<file path="src/mrw_pkg.sv">
`default_nettype none
package mrw_pkg;

  localparam int Width = 64;
  localparam int CntW  = $clog2(Width + 1);

  localparam logic [1:0] VERDICT_PRIME     = 2'd0;
  localparam logic [1:0] VERDICT_COMPOSITE = 2'd1;
  localparam logic [1:0] VERDICT_INVALID   = 2'd2;

  // Datapath operations
  typedef enum logic [2:0] {
    OP_NONE   = 3'd0,
    OP_LOAD   = 3'd1,
    OP_SPLIT  = 3'd2,
    OP_SQUARE = 3'd3,
    OP_MULT   = 3'd4,
    OP_NEXT   = 3'd5,
    OP_COUNT  = 3'd6
  } op_t;

  typedef struct packed {
    op_t  op;
    logic start;
  } cmd_t;

  typedef struct packed {
    logic invalid;
    logic t_odd;
    logic e_bit;
    logic bits_done;
    logic mul_busy;
    logic y_one;
    logic y_nm1;
    logic sq_left;
  } stat_t;

endpackage
`default_nettype wire

</file>
<file path="src/mrw_ctrl.sv">
`default_nettype none
// Sequencer for one witness round
module mrw_ctrl (
  input  wire logic           clk,
  input  wire logic           rst_n,
  input  wire logic           in_fire,
  input  wire logic           out_free,
  input  wire mrw_pkg::stat_t stat,
  output mrw_pkg::cmd_t       cmd,
  output logic                busy,
  output logic                done,
  output logic [1:0]          verdict
);
  typedef enum logic [10:0] {
    S_IDLE   = 11'b00000000001,
    S_CHECK  = 11'b00000000010,
    S_SPLIT  = 11'b00000000100,
    S_SQ     = 11'b00000001000,
    S_SQW    = 11'b00000010000,
    S_MUL    = 11'b00000100000,
    S_MULW   = 11'b00001000000,
    S_NEXT   = 11'b00010000000,
    S_TEST   = 11'b00100000000,
    S_LOOPW  = 11'b01000000000,
    S_DONE   = 11'b10000000000
  } state_t;

  state_t     state_r, state_nxt;
  logic [1:0] verdict_r, verdict_nxt;
  logic       first_r, first_nxt;

  always_comb begin
    state_nxt   = state_r;
    verdict_nxt = verdict_r;
    first_nxt   = first_r;
    cmd.op      = mrw_pkg::OP_NONE;
    cmd.start   = 1'b0;
    case (state_r)
      S_IDLE: begin
        if (in_fire) begin
          cmd.op    = mrw_pkg::OP_LOAD;
          state_nxt = S_CHECK;
        end
      end
      S_CHECK: begin
        if (stat.invalid) begin
          verdict_nxt = mrw_pkg::VERDICT_INVALID;
          state_nxt   = S_DONE;
        end else begin
          state_nxt = S_SPLIT;
        end
      end
      // Divide out powers of two from n-1
      S_SPLIT: begin
        if (!stat.t_odd) cmd.op = mrw_pkg::OP_SPLIT;
        else state_nxt = S_SQ;
      end
      S_SQ: begin
        cmd.op    = mrw_pkg::OP_SQUARE;
        cmd.start = 1'b1;
        state_nxt = S_SQW;
      end
      S_SQW: begin
        cmd.op = mrw_pkg::OP_SQUARE;
        if (!stat.mul_busy) state_nxt = stat.e_bit ? S_MUL : S_NEXT;
      end
      S_MUL: begin
        cmd.op    = mrw_pkg::OP_MULT;
        cmd.start = 1'b1;
        state_nxt = S_MULW;
      end
      S_MULW: begin
        cmd.op = mrw_pkg::OP_MULT;
        if (!stat.mul_busy) state_nxt = S_NEXT;
      end
      S_NEXT: begin
        cmd.op    = mrw_pkg::OP_NEXT;
        state_nxt = stat.bits_done ? S_TEST : S_SQ;
        if (stat.bits_done) cmd.op = mrw_pkg::OP_NONE;
        first_nxt = 1'b1;
      end
      // Exponent done: test y, then square up to s-1 times
      S_TEST: begin
        if (first_r && (stat.y_one || stat.y_nm1)) begin
          verdict_nxt = mrw_pkg::VERDICT_PRIME;
          state_nxt   = S_DONE;
        end else if (!first_r && stat.y_nm1) begin
          verdict_nxt = mrw_pkg::VERDICT_PRIME;
          state_nxt   = S_DONE;
        end else if (!first_r && stat.y_one) begin
          verdict_nxt = mrw_pkg::VERDICT_COMPOSITE;
          state_nxt   = S_DONE;
        end else if (!stat.sq_left) begin
          verdict_nxt = mrw_pkg::VERDICT_COMPOSITE;
          state_nxt   = S_DONE;
        end else begin
          cmd.op    = mrw_pkg::OP_SQUARE;
          cmd.start = 1'b1;
          state_nxt = S_LOOPW;
        end
      end
      S_LOOPW: begin
        cmd.op = mrw_pkg::OP_SQUARE;
        if (!stat.mul_busy) begin
          cmd.op    = mrw_pkg::OP_COUNT;
          first_nxt = 1'b0;
          state_nxt = S_TEST;
        end
      end
      S_DONE: begin
        if (out_free) state_nxt = S_IDLE;
      end
      default: state_nxt = S_IDLE;
    endcase
  end

  always_ff @(posedge clk) begin
    if (!rst_n) begin
      state_r <= S_IDLE;
      first_r <= 1'b0;
    end else begin
      state_r <= state_nxt;
      first_r <= first_nxt;
    end
    verdict_r <= verdict_nxt;
  end

  assign busy    = (state_r != S_IDLE);
  assign done    = (state_r == S_DONE);
  assign verdict = verdict_r;
endmodule
`default_nettype wire

</file>
<file path="config.mk">
export PLATFORM = sky130hd
export DESIGN_NAME = mrw_ctrl
export DESIGN_NICKNAME = d
export VERILOG_FILES = /design/src/mrw_pkg.sv /design/src/mrw_ctrl.sv
export SDC_FILE = /design/constraint.sdc
export NUM_CORES = 1
export LEC_CHECK = 0
export BUFFER_PORTS_ARGS = -buffer_cell sky130_fd_sc_hd__buf_2
export CAP_MARGIN = 20
export CORE_MARGIN = 1.5
export CORE_UTILIZATION = 52
export DETAILED_ROUTE_END_ITERATION = 10
export PLACE_DENSITY = 0.77
export SLEW_MARGIN = 15
export SYNTH_ARGS = -nofsm -noshare
export SYNTH_HDL_FRONTEND = slang
export SYNTH_SLANG_ARGS = --single-unit
</file>
<file path="constraint.sdc">
create_clock -name clk -period 2.3 [get_ports clk]
set_input_delay 0.23 -clock clk [delete_from_list [all_inputs] [get_ports clk]]
set_output_delay 0.23 -clock clk [all_outputs]
set_load 0.005 [all_outputs]
</file>
# Yosys cells after proc, flatten, opt, wreduce, memory -nomap -nowiden
# Cells that the tools add are included.
[word_totals] wordCells=68 ff_bits=14 output_inout_bits=8 in_bits=12
[classes] eq_ne=20 n_reduce_logical=13 muxes=32
[ops] operator="two-way mux 11 bit" n=11
[ops] operator="case mux 11 bit (11 select lines)" n=1
[ops] operator="case mux 3 bit (7 select lines)" n=1
[ops] operator="two-way mux 3 bit" n=6
[ops] operator="!= test 2 bit, second input constant" n=7
[ops] operator="two-way mux 2 bit" n=6
[ops] operator="equality test 11 x 1 -> 1 bit, second input constant" n=1
[ops] operator="equality test 11 x 10 -> 1 bit, second input constant" n=1
[ops] operator="equality test 11 bit, second input constant" n=1
[ops] operator="equality test 11 x 2 -> 1 bit, second input constant" n=1
[ops] operator="equality test 11 x 3 -> 1 bit, second input constant" n=1
[ops] operator="equality test 11 x 4 -> 1 bit, second input constant" n=1
[ops] operator="equality test 11 x 5 -> 1 bit, second input constant" n=1
[ops] operator="equality test 11 x 6 -> 1 bit, second input constant" n=1
[ops] operator="equality test 11 x 7 -> 1 bit, second input constant" n=1
[ops] operator="equality test 11 x 8 -> 1 bit, second input constant" n=1
[ops] operator="equality test 11 x 9 -> 1 bit, second input constant" n=1
[ops] operator="!= test 11 x 1 -> 1 bit, second input constant" n=1
[ops] operator="two-way mux 9 bit" n=1
[ops] operator="two-way mux 8 bit" n=1
[ops] operator="AND reduction 6 bit" n=1
[ops] operator="OR reduction 2 bit" n=3
[ops] operator="!= test 5 bit, second input constant" n=1
[ops] operator="case mux 1 bit (2 select lines)" n=2
[ops] operator="8 further kinds" n=12

# Logic depth before layout (Yosys ltp)
# Gate-level depths: netlist (run 1).
[logic_depth] ltp_word=6 ltp_mapped=6

# Least setup slack after synthesis (run 1)
# OpenSTA, ideal clock, no wires.
[synth_timing] path_type="register to output" start="register state_r[3]" end="output cmd[0] (netlist bit)" stages_incl_launch_ff=6 path_buffers=1 path_slack_ns=0.219 required_ns=2.070 t_arrival_ns=1.851 path_cell_list="dfxtp_1 -> buf_6 -> or4_1 -> or3_1 -> or4b_4 -> nand3_1"
[synth_lines] item="start, declared" line_no="mrw_ctrl.sv:28" rtl="state_t state_r, state_nxt;"
[synth_lines] item="start signal, assigned" line_no="mrw_ctrl.sv:122" rtl="state_r <= state_nxt;"
[synth_lines] item="end, declared" line_no="mrw_ctrl.sv:9" rtl="output mrw_pkg::cmd_t cmd,"

==> impl_metrics.json, run 1 <==
{
  "ys_warn_count": 0,
  "synth_fp_nets": 119,
  "ys_seq_area_share_pct": 33.0,
  "postRouteWirelength_um": 2500,
  "ant_nets": 0,
  "ys_ff_latch": 14,
  "overflow": 0,
  "topRoutingLayerUsed": "met4",
  "yosys.area.top_type_share_pct": 26.4,
  "path_cells": "or4_4 > or3_4 > or4b_4 > nand3_2 > buf_2",
  "min_path_type": "in -> reg",
  "cp.arrival_ps": 2250,
  "drtIter0Drc": 49,
  "dr.pass1.iters": 4,
  "required_ps": 2070,
  "hold_viol_final": 0,
  "status": "finished with violations",
  "cts_buffer_depth": 2,
  "die_h_um": 44.9,
  "ios": 20,
  "violations": "negative setup slack",
  "tightest_slew_ps": 463,
  "setup_violations": 4,
  "cp-start-kind": "flip-flop",
  "yosysUniqueCellTypes": 40,
  "setup.worst_path.class": "reg -> out",
  "drv_cap": 0,
  "tns_ps": -596,
  "holdBufCountCts": 0,
  "viasPerCell": 6.47,
  "syn_inst": 107,
  "detail_route.drc_violations": 0,
  "slowest_delay_ps": 550,
  "fin_crit_ps": 2480,
  "wl_met2_um": 1110,
  "power.leakage_nw": 0.471,
  "crit_family": "simple AND/OR/NAND/NOR gates",
  "numCtsBuffers": 3,
  "port_buffers": 19,
  "antennaDiodeCount": 0,
  "fin_util_pct": 72.5,
  "grt_pass1_wl_um": 4040,
  "yosys_most_used_dff": "dfxtp_1",
  "dieArea_sq_um": 2010,
  "route.layer.met1.wl_um": 1060,
  "drive_above_1_share_pct": 36.8,
  "core_area_sq_um": 1580,
  "clk_latency_ps": 280,
  "timing.final.crit_share_pct": 108,
  "dp_hpwl_um": 1720,
  "avgSynthCellArea_sq_um": 8.51,
  "worst_slack_ps": -180,
  "h-tree-depth": 1,
  "cts_tree": "yes",
  "grt_pass1_vias": 873,
  "power_density_nw_per_um2": 527,
  "met3_length_um": 263,
  "rows": 14,
  "vias": 984,
  "synthArstFlopShare_pct": 0,
  "finClkSkew_ps": 1.63,
  "post-synth-top-area-cell": "dfxtp_1",
  "clkTransAtPathRegs_ps": 90,
  "grt_start_max_net_pins": 11,
  "ys_top_cells_by_area": "dfxtp_1, edfxtp_1, nor3b_1, or4_1, a21oi_1",
  "slew_viol_final": 0,
  "worst-path-max-fanout": 2,
  "critPathBufInv": 1,
  "worst_path_max_delay_cell": "or4b_4",
  "die_w_um": 44.9,
  "area_delta_synth_final_pct": 25.4,
  "syn_area_sq_um": 911,
  "clock.fmax_mhz": 403,
  "fin_nets": 149,
  "grt.total_usage_pct": 28.3,
  "endpoint_kind": "output port",
  "synth-edff-count": 2,
  "ir_drop_mv": 0.361,
  "post_drt_wl_per_cell_um": 16.4,
  "gp_congestion": 0.911,
  "max-slew-margin-rel_pct": 69.0,
  "antenna_found_initial": 0,
  "cts_root_buf": "clkbuf_4",
  "clock-sinks": 14,
  "rsz0062_at_grt": "yes",
  "start_util_pct": 57.8
}
==> synth_stat cells (3+ instances only) <==
cell type   n
inv_1       7
nand3_1     3
nor3_1      3
nor4_1      4
a21oi_1     7
xnor2_1     4
nor2_1      9
nand2_1     6
o21a_1      4
or4_1       5
nor3b_1     5
dfxtp_1    12
==> stage by stage <==
| step | power [mW] | setup WS (ps) | cells | hold WS (ps) | cell area, sq um |
|---|---|---|---|---|---|
| final | 0.602 | -180 | 152 | 162 | 1140 |
| after global routing | 0.630 | -221 | 152 | 177 | 1140 |
| after CTS | 0.594 | -173 | 152 | 165 | 1130 |
| after detailed placement | 0.416 | 104 | 144 | 467 | 1040 |
| after global placement | 0.410 | 148 | 144 | 471 | 1040 |
| after floorplan | 0.360 | 219 | 107 | 344 | 911 |
==> cell type report <==
class,count,area (sq um)
Multi-Input combinational cell,81,572
Fill cell,117,434
Sequential cell,14,310
Timing Repair Buffer,30,178
Clock buffer,4,36.3
Inverter,7,26.3
Tap cell,16,20.0
==> cells by family after synthesis <==
family | count (synthesis) | share of synthesized area (%)
AO/OA/AOI/OAI | 23 | 17.6
AND/OR/NAND/NOR | 54 | 38.2
flip-flops | 14 | 33.0
buffers and inverters | 12 | 7.42
XOR/XNOR | 4 | 3.85
==> worst paths after layout <==
path,slack [ps],end,cells after the start,startpoint
min,160,state_r[5],3,stat[5]
max,-180,cmd[0],5,state_r[8]
min reg2reg,550,state_r[4],2,state_r[4]
max reg2reg,90,verdict[0],6,state_r[3]
==> sequential cells by signal, indices dropped and copies added (netlist names) <==
name     flops
first_r      1
verdict      2
state_r     11
==> worst register-to-register path, cell delays in order (launching register included) <==
cell     delay (ps)
dfxtp_4         350
buf_4           130
nor4_2          360
buf_4           180
nand2_1          60
or4_1           430
o22ai_1         360
==> cell usage in the layout, fill, tap and decap left out, types with 2 or more instances in the layout <==
cell type  Yosys  final
nand3_1        3      2
dfxtp_4        0      2
clkbuf_4       0      3
inv_1          7      7
or4_1          5      4
buf_2          0     19
buf_4          2     11
nand2b_1       2      2
o21a_1         4      4
dfxtp_2        0      2
o211ai_1       2      2
edfxtp_1       2      2
o2111ai_1      2      2
nor2_1         9      9
a21oi_1        7      7
nand4_1        2      2
xnor2_1        4      4
nand2_1        6      6
nor3_1         3      3
nor3b_1        5      5
dfxtp_1       12      8
nor4_2         0      2
a211oi_1       2      2
nor4_1         4      2
==> per-layer routing <==
layer / track usage [%] / up-vias
li1: - / 457
met1: 39.3 / 445
met2: 43.5 / 71
met3: 4.00 / 11
met4: 13.5 / 0
met5: 0 / -
==> where the power goes <==
part / internal [mW] / switching (mW)
sequential: 0.256 / 0.0223
combinational: 0.0658 / 0.0757
clock: 0.0964 / 0.0857
==> timing repair <==
item,in CTS,in global routing
resized for setup,10,2
pin swaps,4,2
buffers inserted,4,0
setup endpoints to repair,4,4
cloned,0,0
hold endpoints to repair,0,0
No activity file was read; power rests on OpenSTA's default activity.
==> run 2: changes to the inputs <==
--- a/config.mk
+++ b/config.mk
@@ -8,9 +8,9 @@
 export BUFFER_PORTS_ARGS = -buffer_cell sky130_fd_sc_hd__buf_2
 export CAP_MARGIN = 20
 export CORE_MARGIN = 1.5
-export CORE_UTILIZATION = 52
+export CORE_UTILIZATION = 25
 export DETAILED_ROUTE_END_ITERATION = 10
-export PLACE_DENSITY = 0.77
+export GPL_TIMING_DRIVEN = 0
 export SLEW_MARGIN = 15
 export SYNTH_ARGS = -nofsm -noshare
 export SYNTH_HDL_FRONTEND = slang
==> impl_metrics.json, run 2 (synthesized netlist as in run 1, its figures left out) <==
{
  "route.layer.met1.wl_um": 1140,
  "grt.total_usage_pct": 13.8,
  "hold_ws_ps": 166,
  "path_cells": "or4_4 > or3_4 > or4b_4 > nand3_2 > buf_2",
  "worst-path-max-fanout": 2,
  "rows": 21,
  "cp.arrival_ps": 2200,
  "detail_route.drc_violations": 0,
  "start_util_pct": 26.7,
  "cp-start-kind": "flip-flop",
  "timing.final.crit_share_pct": 106,
  "max-slew-margin-rel_pct": 73.8,
  "power_mw": 0.588,
  "die_w_um": 63.4,
  "pre_cts_slack_ps": -99.1,
  "worst_path_max_delay_cell": "or4_4",
  "drtIter0Drc": 70,
  "finClkSkew_ps": 12.4,
  "drive_above_1_share_pct": 41.9,
  "ant_nets": 0,
  "setup.worst_path.class": "reg -> out",
  "power.leakage_nw": 0.486,
  "drv_cap": 0,
  "endpoint_kind": "output port",
  "grt_start_max_net_pins": 11,
  "required_ps": 2070,
  "dp_hpwl_um": 1880,
  "top_register": "state_r",
  "fin_nets": 149,
  "gp_congestion": 0.869,
  "antenna_found_initial": 0,
  "dr.pass1.iters": 4,
  "status": "finished with violations",
  "worst_slack_ps": -128,
  "dieArea_sq_um": 4010,
  "setup_violations": 2,
  "port_buffers": 19,
  "min_path_type": "in -> reg",
  "fin_area_sq_um": 1240,
  "numCtsBuffers": 3,
  "grt_pass1_wl_um": 4250,
  "rsz0062_at_grt": "yes",
  "layout_common_cells": "buf_2, buf_4, nor2_1, inv_1, a21oi_1",
  "ir_drop_mv": 0.144,
  "wl_met2_um": 1340,
  "hold_viol_final": 0,
  "core_area_sq_um": 3420,
  "antennaDiodeCount": 0,
  "die_h_um": 63.4,
  "fin_cells": 182,
  "violations": "negative setup slack",
  "ios": 20,
  "vias": 971,
  "clock-sinks": 14,
  "dpl_cell_area_sq_um": 1060,
  "dp.cells": 172,
  "cts_buffer_depth": 2,
  "met3_length_um": 128,
  "slew_viol_final": 0,
  "clock.fmax_mhz": 412,
  "fin_crit_ps": 2430,
  "post_drt_wl_per_cell_um": 14.8,
  "h-tree-depth": 1,
  "largest_register_ffs": 11,
  "cts_tree": "yes",
  "power_density_nw_per_um2": 475,
  "clkTransAtPathRegs_ps": 90,
  "clk_latency_ps": 290,
  "cts_root_buf": "clkbuf_4",
  "tightest_slew_ps": 393,
  "postRouteWirelength_um": 2700,
  "crit_family": "simple AND/OR/NAND/NOR gates",
  "area_delta_synth_final_pct": 35.9,
  "topRoutingLayerUsed": "met4",
  "viasPerCell": 5.34,
  "overflow": 0,
  "grt_pass1_vias": 905,
  "slowest_delay_ps": 530,
  "critPathBufInv": 1,
  "holdBufCountCts": 0,
  "final_common_cell": "buf_2"
}
## run 2: cell counts in the layout (fill, tap and decap cells not counted)
Identical to the previous run, type by type.
## run 2: final timing paths
kind | depth (start not counted) | end | slack, ps | start
worst min register to register | 2 | first_r | 580 | first_r
worst min-delay path | 2 | state_r[10] | 170 | rst_n
worst max register to register | 6 | verdict[0] | 180 | state_r[6]
worst max-delay path | 5 | cmd[0] | -130 | state_r[8]
## run 2: repair_timing
item	4_1_cts	5_1_grt
buffers inserted	4	5
endpoints found under the setup margin	4	5
pin swaps	5	4
gates resized for setup	13	14
## run 2: cell type report
class / instances / area [sq um]
Tap cell: 46 / 57.6
Clock buffer: 4 / 26.3
Multi-Input combinational cell: 81 / 629
Inverter: 7 / 26.3
Buffer: 2 / 18.8
Sequential cell: 14 / 317
Fill cell: 376 / 2180
Timing Repair Buffer: 28 / 163
## run 2: metrics by stage
| stage | utilization (%) | setup TNS [ps] |
|---|---|---|
| after floorplan | - | 0 |
| after global placement | 31.1 | -19.5 |
| after detailed placement | 31.1 | -99.7 |
| after CTS | 33.5 | -696 |
| after global routing | 36.2 | -526 |
| final | 36.2 | -176 |
## run 2: report_power, final
group	switching (mW)	internal, mW
combinational	0.0846	0.0682
sequential	0.0259	0.256
clock	0.0855	0.0674
## run 2: layer usage
metal / vias to the layer above / GRT usage, %
li1: 463 / -
met1: 456 / 16.5
met2: 41 / 23.6
met3: 11 / 1.79
met4: 0 / 8.15
met5: - / 0
